===== config.mk =====
export PLATFORM = sky130hd
export DESIGN_NAME = prc_cell
export DESIGN_NICKNAME = d
export VERILOG_FILES = /design/src/sv/prc_pkg.sv /design/src/sv/prc_cell.sv
export SDC_FILE = /design/constraint.sdc
export NUM_CORES = 1
export LEC_CHECK = 0
export BUFFER_PORTS_ARGS = -buffer_cell sky130_fd_sc_hd__buf_2
export CAP_MARGIN = 10
export CORE_UTILIZATION = 33
export DETAILED_ROUTE_END_ITERATION = 10
export PLACE_DENSITY = 0.62
export SYNTH_ARGS = -nofsm -noshare
export SYNTH_HDL_FRONTEND = slang
export SYNTH_SLANG_ARGS = --single-unit

===== constraint.sdc =====
create_clock -name clk -period 3.1 [get_ports clk]
set_input_delay 0.465 -clock clk [delete_from_list [all_inputs] [get_ports clk]]
set_output_delay 0.465 -clock clk [all_outputs]
set_load 0.02 [all_outputs]

===== src/sv/prc_pkg.sv =====
// ---------------------------------------------------------------------------
// Polar/rectangular converter package
// Shared types, fixed-point constants and the arctangent table of the
// converter's rotation cells.
// ---------------------------------------------------------------------------
package prc_pkg;

  // Command codes carried in tuser.
  localparam logic CMD_RECT_TO_POLAR = 1'b0;
  localparam logic CMD_POLAR_TO_RECT = 1'b1;

  // Angles in 1/64 degree.
  localparam int QUARTER_TURN = 5760;
  localparam int HALF_TURN    = 11520;
  localparam int FULL_TURN    = 23040;

  // Width of an angle in 1/64 degree that holds a full turn, signed.
  localparam int ANGLE_W = 16;

  // The angle accumulator is in degree * 2^22, i.e. 1/64 degree * 2^16.
  localparam int ZW          = 32;
  localparam int ANGLE_SHIFT = 16;

  // Lengths in the rotation datapath are Q7.8 values scaled by 2^30.
  localparam int FRAC_SHIFT = 30;
  localparam int XW_EXTRA   = 33;

  // Rotation gain compensation, 0.60725293500888 in Q30.
  localparam logic signed [31:0] GAIN_Q30 = 32'sd652032874;

  // Control and status that travel with each word down the pipeline.
  typedef struct packed {
    logic valid;
    logic cmd;
    logic a_zero;
    logic b_zero;
    logic b_neg;
  } prc_tag_t;

  // atan(2^-i) in degree * 2^22.
  function automatic logic signed [31:0] atan_entry(input int idx);
    logic signed [31:0] v;
    case (idx)
      0:  v = 32'sd188743680;
      1:  v = 32'sd111421900;
      2:  v = 32'sd58872272;
      3:  v = 32'sd29884485;
      4:  v = 32'sd15000234;
      5:  v = 32'sd7507429;
      6:  v = 32'sd3754631;
      7:  v = 32'sd1877430;
      8:  v = 32'sd938729;
      9:  v = 32'sd469366;
      10: v = 32'sd234683;
      11: v = 32'sd117342;
      12: v = 32'sd58671;
      13: v = 32'sd29335;
      14: v = 32'sd14668;
      15: v = 32'sd7334;
      16: v = 32'sd3667;
      17: v = 32'sd1833;
      18: v = 32'sd917;
      19: v = 32'sd458;
      20: v = 32'sd229;
      21: v = 32'sd115;
      22: v = 32'sd57;
      23: v = 32'sd29;
      24: v = 32'sd14;
      25: v = 32'sd7;
      26: v = 32'sd4;
      27: v = 32'sd2;
      28: v = 32'sd1;
      default: v = 32'sd0;
    endcase
    return v;
  endfunction

  // Number of conditional add or subtract steps that bring a w-bit signed angle
  // into one full turn either side of zero.
  function automatic int wrap_steps(input int w);
    int     k;
    longint span;
    k    = 0;
    span = longint'(FULL_TURN);
    while (span < (longint'(1) << (w - 1))) begin
      span = span << 1;
      k++;
    end
    return k;
  endfunction

  // Width of the angle register during reduction: the wider of the input and a full turn, plus one bit.
  function automatic int turn_width(input int w);
    return ((w > ANGLE_W) ? w : ANGLE_W) + 1;
  endfunction

  // Bit count rounded up to whole bytes.
  function automatic int byte_pad(input int bits);
    return ((bits + 7) >> 3) << 3;
  endfunction

endpackage


===== src/sv/prc_cell.sv =====
// ---------------------------------------------------------------------------
// Rotation and root cell
// Up to one CORDIC micro-rotation (vectoring or rotation by command) and one
// restoring square root digit, per STEP, registered toward the next cell.
// ---------------------------------------------------------------------------
module prc_cell #(
  parameter int STEP           = 0,
  parameter int DATA_WIDTH     = 16,
  parameter int ROTATION_STEPS = 16
) (
  input  logic                                             clk,
  input  logic                                             rst,
  input  logic                                             adv,
  input  prc_pkg::prc_tag_t                                tag_in,
  input  logic signed [DATA_WIDTH+prc_pkg::XW_EXTRA-1:0]   x_in,
  input  logic signed [DATA_WIDTH+prc_pkg::XW_EXTRA-1:0]   y_in,
  input  logic signed [prc_pkg::ZW-1:0]                    z_in,
  input  logic [2*DATA_WIDTH-1:0]                          n_in,
  input  logic [DATA_WIDTH-1:0]                            root_in,
  input  logic [DATA_WIDTH+1:0]                            rem_in,
  output prc_pkg::prc_tag_t                                tag_out,
  output logic signed [DATA_WIDTH+prc_pkg::XW_EXTRA-1:0]   x_out,
  output logic signed [DATA_WIDTH+prc_pkg::XW_EXTRA-1:0]   y_out,
  output logic signed [prc_pkg::ZW-1:0]                    z_out,
  output logic [2*DATA_WIDTH-1:0]                          n_out,
  output logic [DATA_WIDTH-1:0]                            root_out,
  output logic [DATA_WIDTH+1:0]                            rem_out
);

  localparam int W  = DATA_WIDTH;
  localparam int XW = DATA_WIDTH + prc_pkg::XW_EXTRA;
  localparam int ZW = prc_pkg::ZW;
  localparam int NW = 2 * DATA_WIDTH;

  logic signed [XW-1:0] x_next;
  logic signed [XW-1:0] y_next;
  logic signed [ZW-1:0] z_next;
  logic [W-1:0]         root_next;
  logic [W+1:0]         rem_next;

  if (STEP < ROTATION_STEPS) begin : g_rot
    localparam logic signed [ZW-1:0] ATAN_STEP = prc_pkg::atan_entry(STEP);
    logic signed [XW-1:0] dx;
    logic signed [XW-1:0] dy;
    logic                 ccw;

    assign dx = y_in >>> STEP;
    assign dy = x_in >>> STEP;
    // Rotation drives the residual angle to zero, vectoring drives y to zero.
    assign ccw = (tag_in.cmd == prc_pkg::CMD_POLAR_TO_RECT) ? !z_in[ZW-1] : y_in[XW-1];

    always_comb begin
      if (ccw) begin
        x_next = x_in - dx;
        y_next = y_in + dy;
        z_next = z_in - ATAN_STEP;
      end else begin
        x_next = x_in + dx;
        y_next = y_in - dy;
        z_next = z_in + ATAN_STEP;
      end
    end
  end else begin : g_rot_pass
    assign x_next = x_in;
    assign y_next = y_in;
    assign z_next = z_in;
  end

  if (STEP < W) begin : g_root
    logic [W+1:0] rem_sh;
    logic [W+1:0] trial;
    logic         fits;

    // Bring down the next pair of radicand bits and try a one digit.
    assign rem_sh    = {rem_in[W-1:0], n_in[NW-1-2*STEP -: 2]};
    assign trial     = {root_in, 2'b01};
    assign fits      = rem_sh >= trial;
    assign rem_next  = fits ? rem_sh - trial : rem_sh;
    assign root_next = {root_in[W-2:0], fits};
  end else begin : g_root_pass
    assign rem_next  = rem_in;
    assign root_next = root_in;
  end

  always_ff @(posedge clk) begin
    if (rst) begin
      tag_out <= '0;
    end else if (adv) begin
      tag_out <= tag_in;
    end
  end

  always_ff @(posedge clk) begin
    if (adv) begin
      x_out    <= x_next;
      y_out    <= y_next;
      z_out    <= z_next;
      n_out    <= n_in;
      root_out <= root_next;
      rem_out  <= rem_next;
    end
  end

endmodule


==> flow_summary.ini <==
[logic_synthesis]
synth_cell_types = 82
synth.largest_area_cell = edfxtp_1
avgSynthCellArea_sq_um = 9.04
synth_top_family_by_area = compound AO/OA/AOI/OAI gates
synth-main-ff-cell = edfxtp_1
ys_top_cells_by_area = edfxtp_1 35%, ha_1 13%, a21oi_1 6.5%
synth_xor_area_share_pct = 6.25
synth-compound-area-share_pct = 23.7
yosys.area_share.simple_pct = 12.4
syn_inst = 1831
synth_top_cell_area_share_pct = 35.4
syn-num-nets = 2209
ys_warn_count = 0
ys_seq_elements = 200
synth-seq-area-share_pct = 36.0
synth_edf_count = 195
async_reset_ff_share_pct = 0
yosys.area_share.adder_pct = 13.3
synthMuxAreaShare_pct = 2.55
netlist_area_sq_mm = 0.0165

[global_route]
grt.overflow.total = 0
antenna_found_initial = 13
globalRouteTotalUtil_pct = 26.6
grt_pass1_vias = 17253
grt_pass1_wl_um = 102000
grt_max_degree = 106

[final_layout]
most-common-layout-cells = 491 x buf_4, 401 x buf_2, 200 x a21oi_1
syn2layout_area_growth_pct = 45.3
final_nets = 3055
seqCellArea_sq_mm = 0.00596
final_common_cell = buf_4
fillers = 4720
drive_gt1_share_pct = 38.9
multi_input_area_sq_mm = 0.0101
instances_no_fill = 3362

[floorplanning]
die_w_um = 226
die_y_um = 226
row_count = 81
die_area_sq_mm = 0.0510
ios = 405
core-area_sq_mm = 0.0492
start_util_pct = 33.7

[flow_run]
maxCapViolations = 0

[sta]
setup_viol = 0
worst_pin_slew_ns = 0.708
fin_skew_ns = 0
slew_headroom_pct = 52.8
fmax_mhz = 326
rsz0062_at_grt = true
hold_viol = 0
finalWorstSetupSlack_ns = 0.0341
drv_slew = 0
hold_slack_ns = 0.123
period_needed_ns = 3.07
finalCritPeriodShare_pct = 98.9

[min_path]
min_path_type = in -> reg

[setup_path]
cp_common_cell = buf_4
crit_chain = buf_2 -> ha_2 -> fa_2 -> nor2b_2 -> o211ai_1 -> buf_4 -> a2111oi_4 -> buf_4 -> o311ai_4 -> a31oi_4 -> o21a_4 -> a21oi_4 -> o21ai_4 -> buf_4 -> a41oi_2 -> xnor2_1
crit_type = in -> reg
max_stage_delay_ns = 0.36
cp.buffers_inverters = 4
critPathCaptureType = register
crit_path_max_fanout = 4
required_ns = 3.36
critPathTopFamily = compound AO/OA/AOI/OAI gates
slowest_stage = fa_2
cp.arrival_ns = 3.33
start_kind = primary input

[routing]
drc = 0
firstDrtPassIters = 5
wl_um = 69100
num_vias = 17475
vias_per_cell = 5.20
post_drt_wl_per_cell_um = 20.6
dr.first_iter.drc_count = 1302
ant_nets = 0

[cts]
cts_tree = built
clk_pin_slew_ns = 0.09
clockRootBuffer = clkbuf_16
clockBufferDepth = 2
clk_latency_ns = 0.51
clkSinkCount = 200
cts.htree.levels = 4
cts_buffers = 17

[pwr]
p_leak_nw = 11.2
vdd_drop_max_uv = 373
pwr_density_cell_mw_per_mm2 = 443

[place]
preCtsSetupSlack_ns = -0.863
routabilityCongestion = 0.957
portBuffers = 402
dpl.cell_count = 3312
hpwl_um = 56900

[run_status]
status = finished clean
[synthesized netlist by cell type (18+ instances only)]
cell type / number
mux2i_1: 23
o21a_1: 24
ha_1: 170
a21oi_1: 215
nand4_1: 25
inv_1: 171
o21ai_0: 129
clkbuf_1: 50
nand2_1: 103
nor2_1: 154
xnor2_1: 108
o21bai_1: 37
nor3_1: 41
edfxtp_1: 195
a21o_1: 49
a211oi_1: 18
nand3_1: 34
[power by group]
part	switching, mW	internal (mW)	total, mW
Clock	1.31	1.11	2.42
Combinational	2.69	1.95	4.64
Sequential	0.129	3.46	3.59
[worst reg2reg max path: cells and delay by family, from the launching register on]
family,cells,cell delay (ns)
and+or+nand+nor,1,0.07
DFF,1,0.32
muxes,1,0.14
[sequential cells by signal (all words and copies together) (netlist names)]
| signal | count |
|---|---|
| x_out | 48 |
| tag_out | 5 |
| y_out | 49 |
| n_out | 32 |
| rem_out | 18 |
| z_out | 32 |
| root_out | 16 |
[final cells by class]
type | instances | area share (%)
Multi-Input combinational cell | 1386 | 42.2
Antenna cell | 8 | 0.0833
Timing Repair Buffer | 898 | 24.1
Clock inverter | 15 | 0.812
Inverter | 174 | 2.77
Clock buffer | 17 | 1.77
Sequential cell | 200 | 24.8
Tap cell | 664 | 3.46
[layer usage]
layer | up-vias | routed length (um) | global-route usage (%) | part of all wire (%)
met2 | 600 | 33300 | 45.3 | 48
met4 | 6 | 2290 | 10.9 | 3.3
li1 | 8356 | - | - | -
met5 | - | 38 | 0 | 0.055
met1 | 8411 | 29100 | 32.7 | 42
met3 | 102 | 4390 | 5.43 | 6.4
[worst paths after layout]
kind / from / end / slack [ns] / cells past startpoint
hold / removal: n_in[17] / n_out[17] / 0.12 / 1
setup / recovery: y_in[0] / y_out[44] / 0.03 / 16
setup reg to reg: tag_out[0] / tag_out[0] / 2.48 / 2
hold reg to reg: tag_out[2] / tag_out[2] / 0.50 / 2
[cells by family after synthesis]
| kind of cell | count (synthesis) |
|---|---|
| buffers and inverters | 245 |
| flip-flops | 200 |
| AO/OA/AOI/OAI | 613 |
| multiplexers | 40 |
| AND/OR/NAND/NOR | 441 |
| adder cells (fa/ha/maj) | 174 |
| XOR/XNOR | 118 |
[metrics by stage]
stage	area (sq um)	utilization, %	TNS [ns]	power (mW)
after floorplan	16700	-	-0.262	5.96
after global placement	22900	46.6	-35.34	8.09
after detailed placement	22900	46.6	-36.57	8.11
after CTS	23600	48.1	0	10.6
after global routing	24000	48.9	-0.164	11.1
final	24000	48.9	0	10.6
[what timing repair did]
action / in CTS / in global routing
buffers inserted: 1 / 9
pin swaps: 2 / 19
hold buffers: 0 / 0
gates resized for setup: 19 / 70
endpoints found under the setup margin: 28 / 42
No activity file was read; power rests on OpenSTA's default activity.
