===== src/sv/prc_pkg.sv =====
// ---------------------------------------------------------------------------
// Polar/rectangular converter package
// Shared types, fixed-point constants and the arctangent table of the
// converter's rotation cells.
// ---------------------------------------------------------------------------
package prc_pkg;

  // Command codes carried in tuser.
  localparam logic CMD_RECT_TO_POLAR = 1'b0;
  localparam logic CMD_POLAR_TO_RECT = 1'b1;

  // Angles in 1/64 degree.
  localparam int QUARTER_TURN = 5760;
  localparam int HALF_TURN    = 11520;
  localparam int FULL_TURN    = 23040;

  // Width of an angle in 1/64 degree that holds a full turn, signed.
  localparam int ANGLE_W = 16;

  // The angle accumulator is in degree * 2^22, i.e. 1/64 degree * 2^16.
  localparam int ZW          = 32;
  localparam int ANGLE_SHIFT = 16;

  // Lengths in the rotation datapath are Q7.8 values scaled by 2^30.
  localparam int FRAC_SHIFT = 30;
  localparam int XW_EXTRA   = 33;

  // Rotation gain compensation, 0.60725293500888 in Q30.
  localparam logic signed [31:0] GAIN_Q30 = 32'sd652032874;

  // Control and status that travel with each word down the pipeline.
  typedef struct packed {
    logic valid;
    logic cmd;
    logic a_zero;
    logic b_zero;
    logic b_neg;
  } prc_tag_t;

  // atan(2^-i) in degree * 2^22.
  function automatic logic signed [31:0] atan_entry(input int idx);
    logic signed [31:0] v;
    case (idx)
      0:  v = 32'sd188743680;
      1:  v = 32'sd111421900;
      2:  v = 32'sd58872272;
      3:  v = 32'sd29884485;
      4:  v = 32'sd15000234;
      5:  v = 32'sd7507429;
      6:  v = 32'sd3754631;
      7:  v = 32'sd1877430;
      8:  v = 32'sd938729;
      9:  v = 32'sd469366;
      10: v = 32'sd234683;
      11: v = 32'sd117342;
      12: v = 32'sd58671;
      13: v = 32'sd29335;
      14: v = 32'sd14668;
      15: v = 32'sd7334;
      16: v = 32'sd3667;
      17: v = 32'sd1833;
      18: v = 32'sd917;
      19: v = 32'sd458;
      20: v = 32'sd229;
      21: v = 32'sd115;
      22: v = 32'sd57;
      23: v = 32'sd29;
      24: v = 32'sd14;
      25: v = 32'sd7;
      26: v = 32'sd4;
      27: v = 32'sd2;
      28: v = 32'sd1;
      default: v = 32'sd0;
    endcase
    return v;
  endfunction

  // Number of conditional add or subtract steps that bring a w-bit signed angle
  // into one full turn either side of zero.
  function automatic int wrap_steps(input int w);
    int     k;
    longint span;
    k    = 0;
    span = longint'(FULL_TURN);
    while (span < (longint'(1) << (w - 1))) begin
      span = span << 1;
      k++;
    end
    return k;
  endfunction

  // Width of the angle register during reduction: the wider of the input and a full turn, plus one bit.
  function automatic int turn_width(input int w);
    return ((w > ANGLE_W) ? w : ANGLE_W) + 1;
  endfunction

  // Bit count rounded up to whole bytes.
  function automatic int byte_pad(input int bits);
    return ((bits + 7) >> 3) << 3;
  endfunction

endpackage


===== src/sv/prc_wrap_cell.sv =====
// ---------------------------------------------------------------------------
// Angle reduction cell
// One conditional add or subtract of a full turn scaled by 2^SHIFT, with the
// rest of the word passed along unchanged.
// ---------------------------------------------------------------------------
module prc_wrap_cell #(
  parameter int DATA_WIDTH = 16,
  parameter int SHIFT      = 0
) (
  input  logic                                                clk,
  input  logic                                                rst,
  input  logic                                                adv,
  input  prc_pkg::prc_tag_t                                   tag_in,
  input  logic signed [DATA_WIDTH-1:0]                        a_in,
  input  logic signed [DATA_WIDTH-1:0]                        b_in,
  input  logic signed [prc_pkg::turn_width(DATA_WIDTH)-1:0]   th_in,
  output prc_pkg::prc_tag_t                                   tag_out,
  output logic signed [DATA_WIDTH-1:0]                        a_out,
  output logic signed [DATA_WIDTH-1:0]                        b_out,
  output logic signed [prc_pkg::turn_width(DATA_WIDTH)-1:0]   th_out
);

  localparam int TW = prc_pkg::turn_width(DATA_WIDTH);
  localparam logic signed [TW-1:0] STEP_C = TW'(longint'(prc_pkg::FULL_TURN) << SHIFT);

  logic signed [TW-1:0] th_next;

  always_comb begin
    if (th_in >= STEP_C) begin
      th_next = th_in - STEP_C;
    end else if (th_in < -STEP_C) begin
      th_next = th_in + STEP_C;
    end else begin
      th_next = th_in;
    end
  end

  always_ff @(posedge clk) begin
    if (rst) begin
      tag_out <= '0;
    end else if (adv) begin
      tag_out <= tag_in;
    end
  end

  always_ff @(posedge clk) begin
    if (adv) begin
      a_out  <= a_in;
      b_out  <= b_in;
      th_out <= th_next;
    end
  end

endmodule


===== config.mk =====
export PLATFORM = sky130hd
export DESIGN_NAME = prc_wrap_cell
export DESIGN_NICKNAME = d
export VERILOG_FILES = /design/src/sv/prc_pkg.sv /design/src/sv/prc_wrap_cell.sv
export SDC_FILE = /design/constraint.sdc
export NUM_CORES = 1
export LEC_CHECK = 0
export BUFFER_PORTS_ARGS = -buffer_cell sky130_fd_sc_hd__clkbuf_2
export CORE_MARGIN = 2
export CORE_UTILIZATION = 40
export CTS_BUF_LIST = sky130_fd_sc_hd__clkbuf_2
export DETAILED_ROUTE_END_ITERATION = 12
export PLACE_DENSITY = 0.76
export RECOVER_POWER = 25
export SETUP_SLACK_MARGIN = 0.1
export SYNTH_ARGS = -nofsm -noshare
export SYNTH_HDL_FRONTEND = slang
export SYNTH_SLANG_ARGS = --single-unit
export TNS_END_PERCENT = 1

===== constraint.sdc =====
create_clock -name clk -period 1.65 [get_ports clk]
set_input_delay 0.165 -clock clk [delete_from_list [all_inputs] [get_ports clk]]
set_output_delay 0.165 -clock clk [all_outputs]
set_load 0.005 [all_outputs]

==> metrics.cfg, run 1 <==
[clock_network]
cts.path.max_buffers=2
clk_pin_slew_worst_paths_ns=0.23
post-cts-setup-buffers=0
h-tree-depth=2
cts-root-buf=clkbuf_2
cts_tree=built
clock-sinks=54
cts_buffers=5
clk_latency_ns=0.39

[finish]
area_growth_pct=62.0
fin_cells=358
final_nets=350
fin_util_pct=67.9
diodes=0
drive_gt1_share_pct=45.0
fill_cells=351

[synthesis]
syn_inst=118
seq_area_frac_synth_pct=78.3
syn_nets=178
avgSynthCellArea_um2=17.0
yosysWarningCount=0
syn-cell-area_mm2=0.00201
yosys_register_bits=54
synth_cell_types=28

[global_routing]
grt_overflow=0
grt_pass1_vias=1662
globalRouteTotalUtil_pct=18.9
grt_max_degree=24
grt_pass1_wl_um=7690
antenna_found_initial=0

[routing]
final_antenna_net_count=0
wire_per_inst_um=14.6
vias=1658
drtPass1Iterations=4
wl_um=5240
drt_iter0_drc=100
drc=0
post_drt_via_cell_ratio=4.63

[sta]
min_period_ns=1.42
fmax_mhz=706
final_hold_viol_count=0
report.final.slew_viol_count=0
slew-limit-headroom_pct=57.9
tightest_slew_ns=0.632
setup_viol=0
rsz0062_at_grt=no
fin_skew_ns=0
finalCritPeriodShare_pct=85.8

[setup_path]
start_kind=input port
crit_chain=clkbuf_2, inv_1, ha_1, nand3b_1, a211oi_1, o21bai_2, a22oi_1, xnor2_1
required_ns=1.85
critPathLaunch=th_in[9]
reg2regPathDepth=3
crit_type=in2reg
slowest_stage=o21bai_2
cp-end-kind=flip-flop
worst-path-stages=8
rr_startpoint=tag_out[2]
crit_family=compound AO/OA/AOI/OAI gates
path_buf_inv=2
max_stage_delay_ns=0.28
worst_ep_arrival_time_ns=1.61
worstPathMaxFanout=12

[min_path]
hold_depth=3
hp-start=th_in[12]
hold_path.class=in2reg

[die]
die_w_um=74.8
core_area_mm2=0.00479
die_h_um=74.8
num_rows=25
initial_core_util_pct=41.9
io-pin-count=111
die-area_mm2=0.00560

[pwr]
power.leakage_nw=1.44
cellPowerDensity_mw_per_mm2=840
ir_drop_uv=432

[placed_design]
portBuffers=110
place_hpwl_um=3510
placed_cells=303
place_congestion=0.901

[status]
status=finished, final reports clean

[run]
drv_cap=0

-- stage by stage --
step | cell area, µm² | setup WS, ns | hold WS [ns] | power [mW] | setup TNS [ns]
2_1_floorplan | 2010 | 0.0915 | 0.237 | 1.79 | 0
3_3_place_gp | 2730 | -0.162 | 0.342 | 2.03 | -0.918
3_5_place_dp | 2730 | -0.225 | 0.344 | 2.05 | -1.37
4_1_cts | 3270 | 0.273 | 0.134 | 2.75 | 0
5_1_grt | 3250 | 0.139 | 0.149 | 2.86 | 0
6_report | 3250 | 0.234 | 0.169 | 2.73 | 0
-- logic make-up after synthesis --
logic type	count (synthesis)	synth area share, %
AOI/OAI and AO/OA	20	7.36
muxes	6	3.05
adders and majority gates	3	1.87
and+or+nand+nor	23	5.49
buffers and inverters	7	1.74
DFF	54	78.3
xor gates and xnor gates	5	2.18
-- sequential cells by signal, indices dropped and copies added (netlist names) --
register and flops:
tag_out 5, th_out 17, a_out 16, b_out 16
-- worst min-delay path: stages --
cell,delay [ns]
clkbuf_2,0.08
buf_4,0.13
xnor2_1,0.11
-- metal layers --
layer | wire, µm | GRT usage, % | up-vias | share of wire, %
met5 | 0 | 0 | - | 0
met4 | 52 | 4.76 | 0 | 0.99
met3 | 492 | 5.62 | 7 | 9.4
li1 | - | - | 793 | -
met2 | 2740 | 36.6 | 89 | 52
met1 | 1960 | 19.6 | 769 | 37
-- Yosys cell counts (all sizes together) --
cell type   n  share of area [%]
xnor2       5                2.2
edfxtp     49                 73
nor2       12                2.2
or3         1               0.31
o21bai      3                1.1
a21o        1               0.44
buf         2               0.81
nand3b      1               0.37
dfxtp       5                5.0
nor4        1               0.31
ha          3                1.9
nand4       1               0.31
clkbuf      1               0.19
a32oi       1               0.44
a211oi      1               0.37
o2bb2ai     1               0.44
mux2i       5                2.5
a22oi       3                1.1
nor4b       2               0.87
inv         4               0.75
o31ai       2               0.75
a21oi       5                1.2
nor2b       1               0.31
a21boi      1               0.94
nand2       4               0.75
mux2        1               0.56
o21ai       2               0.50
-- repair_timing --
action | in CTS | in global routing
hold endpoints to repair | 46 | 0
setup endpoints to repair | 0 | 0
hold buffers | 47 | 0
resized for setup | 0 | 0
-- report_power, final --
group | leakage [nW] | internal [mW] | switching (mW)
Sequential | 0.521 | 1.62 | 0.0359
Clock | 0.0406 | 0.258 | 0.366
Combinational | 0.881 | 0.256 | 0.195
-- layout make-up --
cell class,count,area [µm²],area share [%]
clock buffers,6,30.0,0.924
inverters,4,15.0,0.462
repair buffers,168,1110,34.2
multi-input cells,57,404,12.4
flip-flops and latches,54,1570,48.3
clock inverters,2,33.8,1.04
well taps,67,83.8,2.58
-- final timing paths --
| path | end | slack [ns] |
|---|---|---|
| worst max-delay path | th_out[11] | 0.23 |
| worst min-delay path | th_out[12] | 0.17 |
| worst max register to register | tag_out[2] | 0.47 |
| worst min register to register | tag_out[0] | 0.54 |
-- placed cells by master, fill, tap and decap left out, drive strengths merged --
cell type / Yosys / layout
a21boi: 1 / 1
ha: 3 / 3
mux2: 1 / 1
o31ai: 2 / 2
bufinv: 0 / 1
nand4: 1 / 1
dlygate4sd3: 0 / 47
nand3b: 1 / 1
nor2: 12 / 12
o21ai: 2 / 2
a32oi: 1 / 1
or3: 1 / 1
a21oi: 5 / 5
xnor2: 5 / 5
edfxtp: 49 / 49
buf: 2 / 10
a21o: 1 / 1
nor4: 1 / 1
nor2b: 1 / 1
a211oi: 1 / 1
inv: 4 / 4
o21bai: 3 / 3
o2bb2ai: 1 / 1
a22oi: 3 / 3
clkbuf: 1 / 117
mux2i: 5 / 5
clkinv: 0 / 1
nor4b: 2 / 2
dfxtp: 5 / 5
nand2: 4 / 4
Power figures use the tool's default switching activity.
==> run 2, diff against run 1 <==
Settings changed: CORE_MARGIN 2 to unset, PLACE_DENSITY 0.76 to 0.81.
==> run 2 against run 1 <==
Effect of this change: maximum frequency down 9.6%; die area down 5.3%; final area up 2.1%; hold slack worse by 0.0086 ns; global-route usage down 0.32 points; critical endpoint is now th_out[16]; routed wire length down 6.8%; critical path depth unchanged; first-iteration DRC count down 56%; sequential power about the same.
==> metrics.cfg, run 2 (same netlist as run 1, synthesis figures left out) <==
[setup_path]
start_kind=input port
r2r-end=tag_out[2]
path_buf_inv=3
crit_chain=dlygate4sd3_1, clkbuf_2, nor4b_2, nand2_1, o21bai_2, buf_6, o31ai_1, a21oi_1
reg2regPathDepth=3
worst_ep_arrival_time_ns=1.84
required_ns=1.92
cp-end-kind=flip-flop
crit_type=in2reg
rr_startpoint=tag_out[2]
worstPathMaxFanout=7
reg2reg_slack_ns=0.50
crit_family=buffers and inverters
max_stage_delay_ns=0.53
slowest_stage=dlygate4sd3_1

[clock_network]
cts_tree=built
cts-root-buf=clkbuf_2
clk_pin_slew_worst_paths_ns=0.24
h-tree-depth=2
clk_latency_ns=0.41
cts.path.max_buffers=2
clock-sinks=54
cts_buffers=5

[pwr]
ir_drop_uv=449
power.leakage_nw=1.47
cellPowerDensity_mw_per_mm2=785
p_total_mw=2.60

[sta]
tightest_slew_ns=0.377
whs_ns=0.160
slew-limit-headroom_pct=74.7
final_hold_viol_count=0
report.final.slew_viol_count=0
fmax_mhz=638
min_period_ns=1.57
setup-tns-final_ns=0
setup_viol=0
rsz0062_at_grt=no
finalCritPeriodShare_pct=94.9
fin_skew_ns=0

[min_path]
hold_path.class=in2reg
hp-start=th_in[13]
hold_depth=3
holdPathEnd=th_out[13]

[run]
drv_cap=0

[routing]
drc=0
drt_iter0_drc=44
final_antenna_net_count=0
wire_per_inst_um=13.5
vias=1658
post_drt_via_cell_ratio=4.58
drtPass1Iterations=4
wl_um=4890

[die]
num_rows=25
initial_core_util_pct=41.9
die_h_um=72.8
io-pin-count=111
die-area_mm2=0.00530
die_w_um=72.8
core_area_mm2=0.00479

[finish]
most-common-layout-cells=113 x clkbuf_2, 49 x edfxtp_1, 45 x dlygate4sd3_1, 12 x nor2_1, 12 x buf_4
diodes=0
fill_cells=348
top_regs=th_out (17), a_out (16), b_out (16)
fin_cells=362
area_growth_pct=65.4
drive_gt1_share_pct=47.8
final_common_cell=clkbuf_2
regMostFlops=th_out
largest_register_ffs=17
final_nets=354

[global_routing]
antenna_found_initial=0
grt_pass1_vias=1646
grt_pass1_wl_um=7350
grt_max_degree=55
globalRouteTotalUtil_pct=18.6
grt_overflow=0

[placed_design]
placed_cells=305
portBuffers=110
place_congestion=0.865
place_hpwl_um=3110

[status]
status=finished, final reports clean

run 2: repair_timing:
action / in CTS / in global routing
hold buffers: 47 / 0
setup endpoints to repair: 0 / 8
resized for setup: 0 / 14
endpoints found under the hold margin: 46 / 0
buffers inserted: 0 / 2
run 2: worst max path at each step:
stage,startpoint,to,slack [ns],cells past startpoint
final,th_in[6],th_out[16],0.08,8
after global routing,th_in[6],th_out[11],0.09,8
after CTS,th_in[5],th_out[11],0.11,8
after detailed placement,th_in[9],th_out[14],-0.16,7
after global placement,th_in[9],th_out[14],-0.1,7
after floorplan,th_in[9],th_out[14],0.09,6
run 2: final cells by class:
| type | count | area, µm² | share of cell area [%] |
|---|---|---|---|
| timing repair buffer | 172 | 1150 | 34.8 |
| clock buffer | 6 | 30.0 | 0.905 |
| clock inverter | 2 | 10.0 | 0.302 |
| inverter | 4 | 15.0 | 0.452 |
| tap | 67 | 83.8 | 2.53 |
| multi-input combinational | 57 | 454 | 13.7 |
| sequential | 54 | 1570 | 47.3 |
run 2: stage by stage:
| step | util [%] | worst slack (ns) | instance area, µm² |
|---|---|---|---|
| final | 69.4 | 0.0836 | 3320 |
| after global routing | 69.4 | 0.0936 | 3320 |
| after floorplan | - | 0.0915 | 2010 |
| after global placement | 57.2 | -0.0997 | 2740 |
| after CTS | 67.8 | 0.108 | 3250 |
| after detailed placement | 57.2 | -0.161 | 2740 |
run 2: routing by layer:
| metal | track usage, % | up-vias | share of wire [%] |
|---|---|---|---|
| li1 | - | 800 | - |
| met1 | 18.5 | 784 | 35 |
| met2 | 36.6 | 66 | 58 |
| met3 | 3.87 | 8 | 4.3 |
| met4 | 8.06 | 0 | 2.2 |
| met5 | 0 | - | 0 |
run 2: power by group:
part	leakage [nW]	internal (mW)	switching (mW)
clock network	0.0327	0.107	0.373
registers	0.521	1.62	0.0313
logic	0.921	0.272	0.202
run 2: worst register-to-register path, delay by kind of cell (launching register included):
family                 cells  cell delay [ns]
multiplexers               1             0.12
AND/OR/NAND/NOR            1             0.05
flip-flops                 1             0.38
buffers and inverters      1             0.54
==> run 3, diff against run 2 <==
Settings changed: ABC_AREA set to 1, MAX_ROUTING_LAYER set to met4, PLACE_DENSITY 0.81 to unset, PLACE_DENSITY_LB_ADDON set to 0.3.
==> run 3 against run 2 <==
Effect of this change: routed wire length is 15% higher; combinational power up 2%; global-route usage increased by 1.1 points; total power rose by 0.68%; clock-buffer cell count shrank 1; first-iteration DRC count is 120% higher; critical path depth is 1 higher; utilization is 5.3 points lower; synthesized cell count increased by 60%; critical path type unchanged; largest cell class unchanged; largest power group unchanged.
==> metrics.cfg, run 3 <==
[setup_path]
start_kind=input port
worstPathMaxFanout=9
required_ns=1.87
worst_ep_arrival_time_ns=1.52
crit_type=in2reg
cp-end-kind=flip-flop

[placed_design]
place_hpwl_um=3510
portBuffers=110
place_congestion=0.829

[clock_network]
h-tree-depth=2
cts-root-buf=clkbuf_2
cts_buffers=5
cts_resized=0
cts.path.max_buffers=2
clock-sinks=54
clk_pin_slew_worst_paths_ns=0.24
post-cts-setup-buffers=0
clk_latency_ns=0.41
cts_tree=built

[pwr]
power.leakage_nw=1.58
ir_drop_uv=387
cellPowerDensity_mw_per_mm2=776

[synthesis]
synthFlopType=edfxtp_1
avgSynthCellArea_um2=11.9
yosysTopAreaCellShare_pct=65.3
synth.top_cells.by_count=69 x nand2_1, 49 x edfxtp_1, 11 x inv_1, 7 x a21oi_1, 7 x nand3_1
seq_area_frac_synth_pct=69.8
syn_inst=189
synth_cell_types=25
synth.largest_area_cell=edfxtp_1
yosys_register_bits=54
yosysWarningCount=0
synth_edf_count=49
synth_area_leaders=edfxtp_1 65%, nand2_1 12%, dfxtp_1 4.4%
syn-cell-area_mm2=0.00225
yosysMostFrequentCell=nand2_1
syn_nets=249
async_reset_ff_share_pct=0

[global_routing]
grt_overflow=0
antenna_found_initial=0
grt_pass1_vias=1781
globalRouteTotalUtil_pct=19.7
grt_max_degree=56
grt_pass1_wl_um=8750

[sta]
fin_skew_ns=0
final_hold_viol_count=0
rsz0062_at_grt=no
setup_viol=0
fmax_mhz=766
report.final.slew_viol_count=0
setup-tns-final_ns=0
min_period_ns=1.31
tightest_slew_ns=0.278
whs_ns=0.171
slew-limit-headroom_pct=81.5
finalCritPeriodShare_pct=79.1

[routing]
wl_um=5610
vias=1886
drt_iter0_drc=95
wire_per_inst_um=13.3
drc=0
final_antenna_net_count=0
drtPass1Iterations=5
post_drt_via_cell_ratio=4.48

[finish]
multiInputGateArea_um2=583
final_nets=410
register_area_mm2=0.00157
top_regs=th_out (17), a_out (16), b_out (16)
diodes=0
fill_cells=412
area_growth_pct=49.9
final_common_cell=clkbuf_2
drive_gt1_share_pct=37.6
largest_register_ffs=17
most-common-layout-cells=114 x clkbuf_2, 69 x nand2_1, 49 x edfxtp_1, 47 x dlygate4sd3_1, 11 x inv_1
regMostFlops=th_out

[die]
die-area_mm2=0.00593
io-pin-count=111
die_h_um=77.0
core_area_mm2=0.00527
die_w_um=77.0
num_rows=26
initial_core_util_pct=42.7

[run]
drv_cap=0

[min_path]
hold_path.class=in2reg

[status]
status=finished, final reports clean

[run 3: cell types whose count changed in the layout (fill, tap and decap cells not counted), sizes merged, moves of 3 or more]
| cell | before | now |
|---|---|---|
| xor2 | 0 | 3 |
| xnor2 | 5 | 2 |
| a22oi | 3 | 0 |
| nand3 | 0 | 8 |
| nand2 | 4 | 75 |
| o21bai | 3 | 0 |
| nand4 | 1 | 4 |
| buf | 15 | 1 |
| mux2i | 5 | 0 |
| inv | 4 | 13 |
[run 3: worst max-delay path: stages]
cell and delay [ns]:
dlygate4sd3_1 0.55, clkbuf_2 0.11, nor2_1 0.11, nand2_1 0.07, nand3b_1 0.20, nand2_4 0.14, inv_4 0.06, nand2_1 0.06
nand2_1 0.04
[run 3: repair_timing]
item / in CTS / in global routing
hold endpoints to repair: 46 / 0
setup endpoints to repair: 0 / 0
hold buffers: 47 / 0
[run 3: metal layers]
layer	wire, µm	up-vias	GRT usage (%)
met2	2740	86	33.0
met3	371	7	3.45
li1	-	954	-
met5	0	-	-
met1	2390	839	23.8
met4	101	0	7.36
[run 3: report_power, final]
group          leakage (nW)  switching, mW  internal (mW)
combinational          1.03          0.238          0.245
sequential            0.521         0.0337           1.62
clock                0.0264          0.392         0.0966
total                  1.58          0.664           1.96
[run 3: worst paths after layout]
kind / from / to / slack (ns) / cells past startpoint
worst max-delay path: th_in[2] / th_out[14] / 0.34 / 9
worst min-delay path: th_in[10] / th_out[10] / 0.17 / 5
worst max register to register: tag_out[4] / tag_out[4] / 0.46 / 3
worst min register to register: tag_out[3] / tag_out[3] / 0.48 / 2
[run 3: cell families (layout without fill, tap and decap cells)]
group,after synthesis,after routing,share of synthesized area (%)
AND/OR/NAND/NOR,101,101,20.2
flip-flops,54,54,69.8
buffers and inverters,17,179,4.33
AO/OA/AOI/OAI,9,9,2.11
XOR/XNOR,5,5,1.94
adder cells (fa/ha/maj),3,3,1.67
[run 3: per-stage QoR]
stage               setup slack (ns)  util [%]  instance area, µm²  power, mW  cells
global route                   0.219      64.1                3380       2.74    421
floorplan                      0.377         -                2250       1.83    189
detailed placement             0.105      54.4                2870       2.06    366
global placement               0.158      54.4                2870       2.05    366
finish                         0.344      64.1                3380       2.62    421
CTS                            0.356      64.1                3380       2.62    421
[run 3: final cells by class]
type / instances / area share (%)
inverter: 13 / 1.59
clock buffer: 5 / 0.741
clock inverter: 3 / 0.482
timing repair buffer: 158 / 30.8
multi-input combinational: 118 / 17.3
sequential: 54 / 46.5
tap: 70 / 2.59
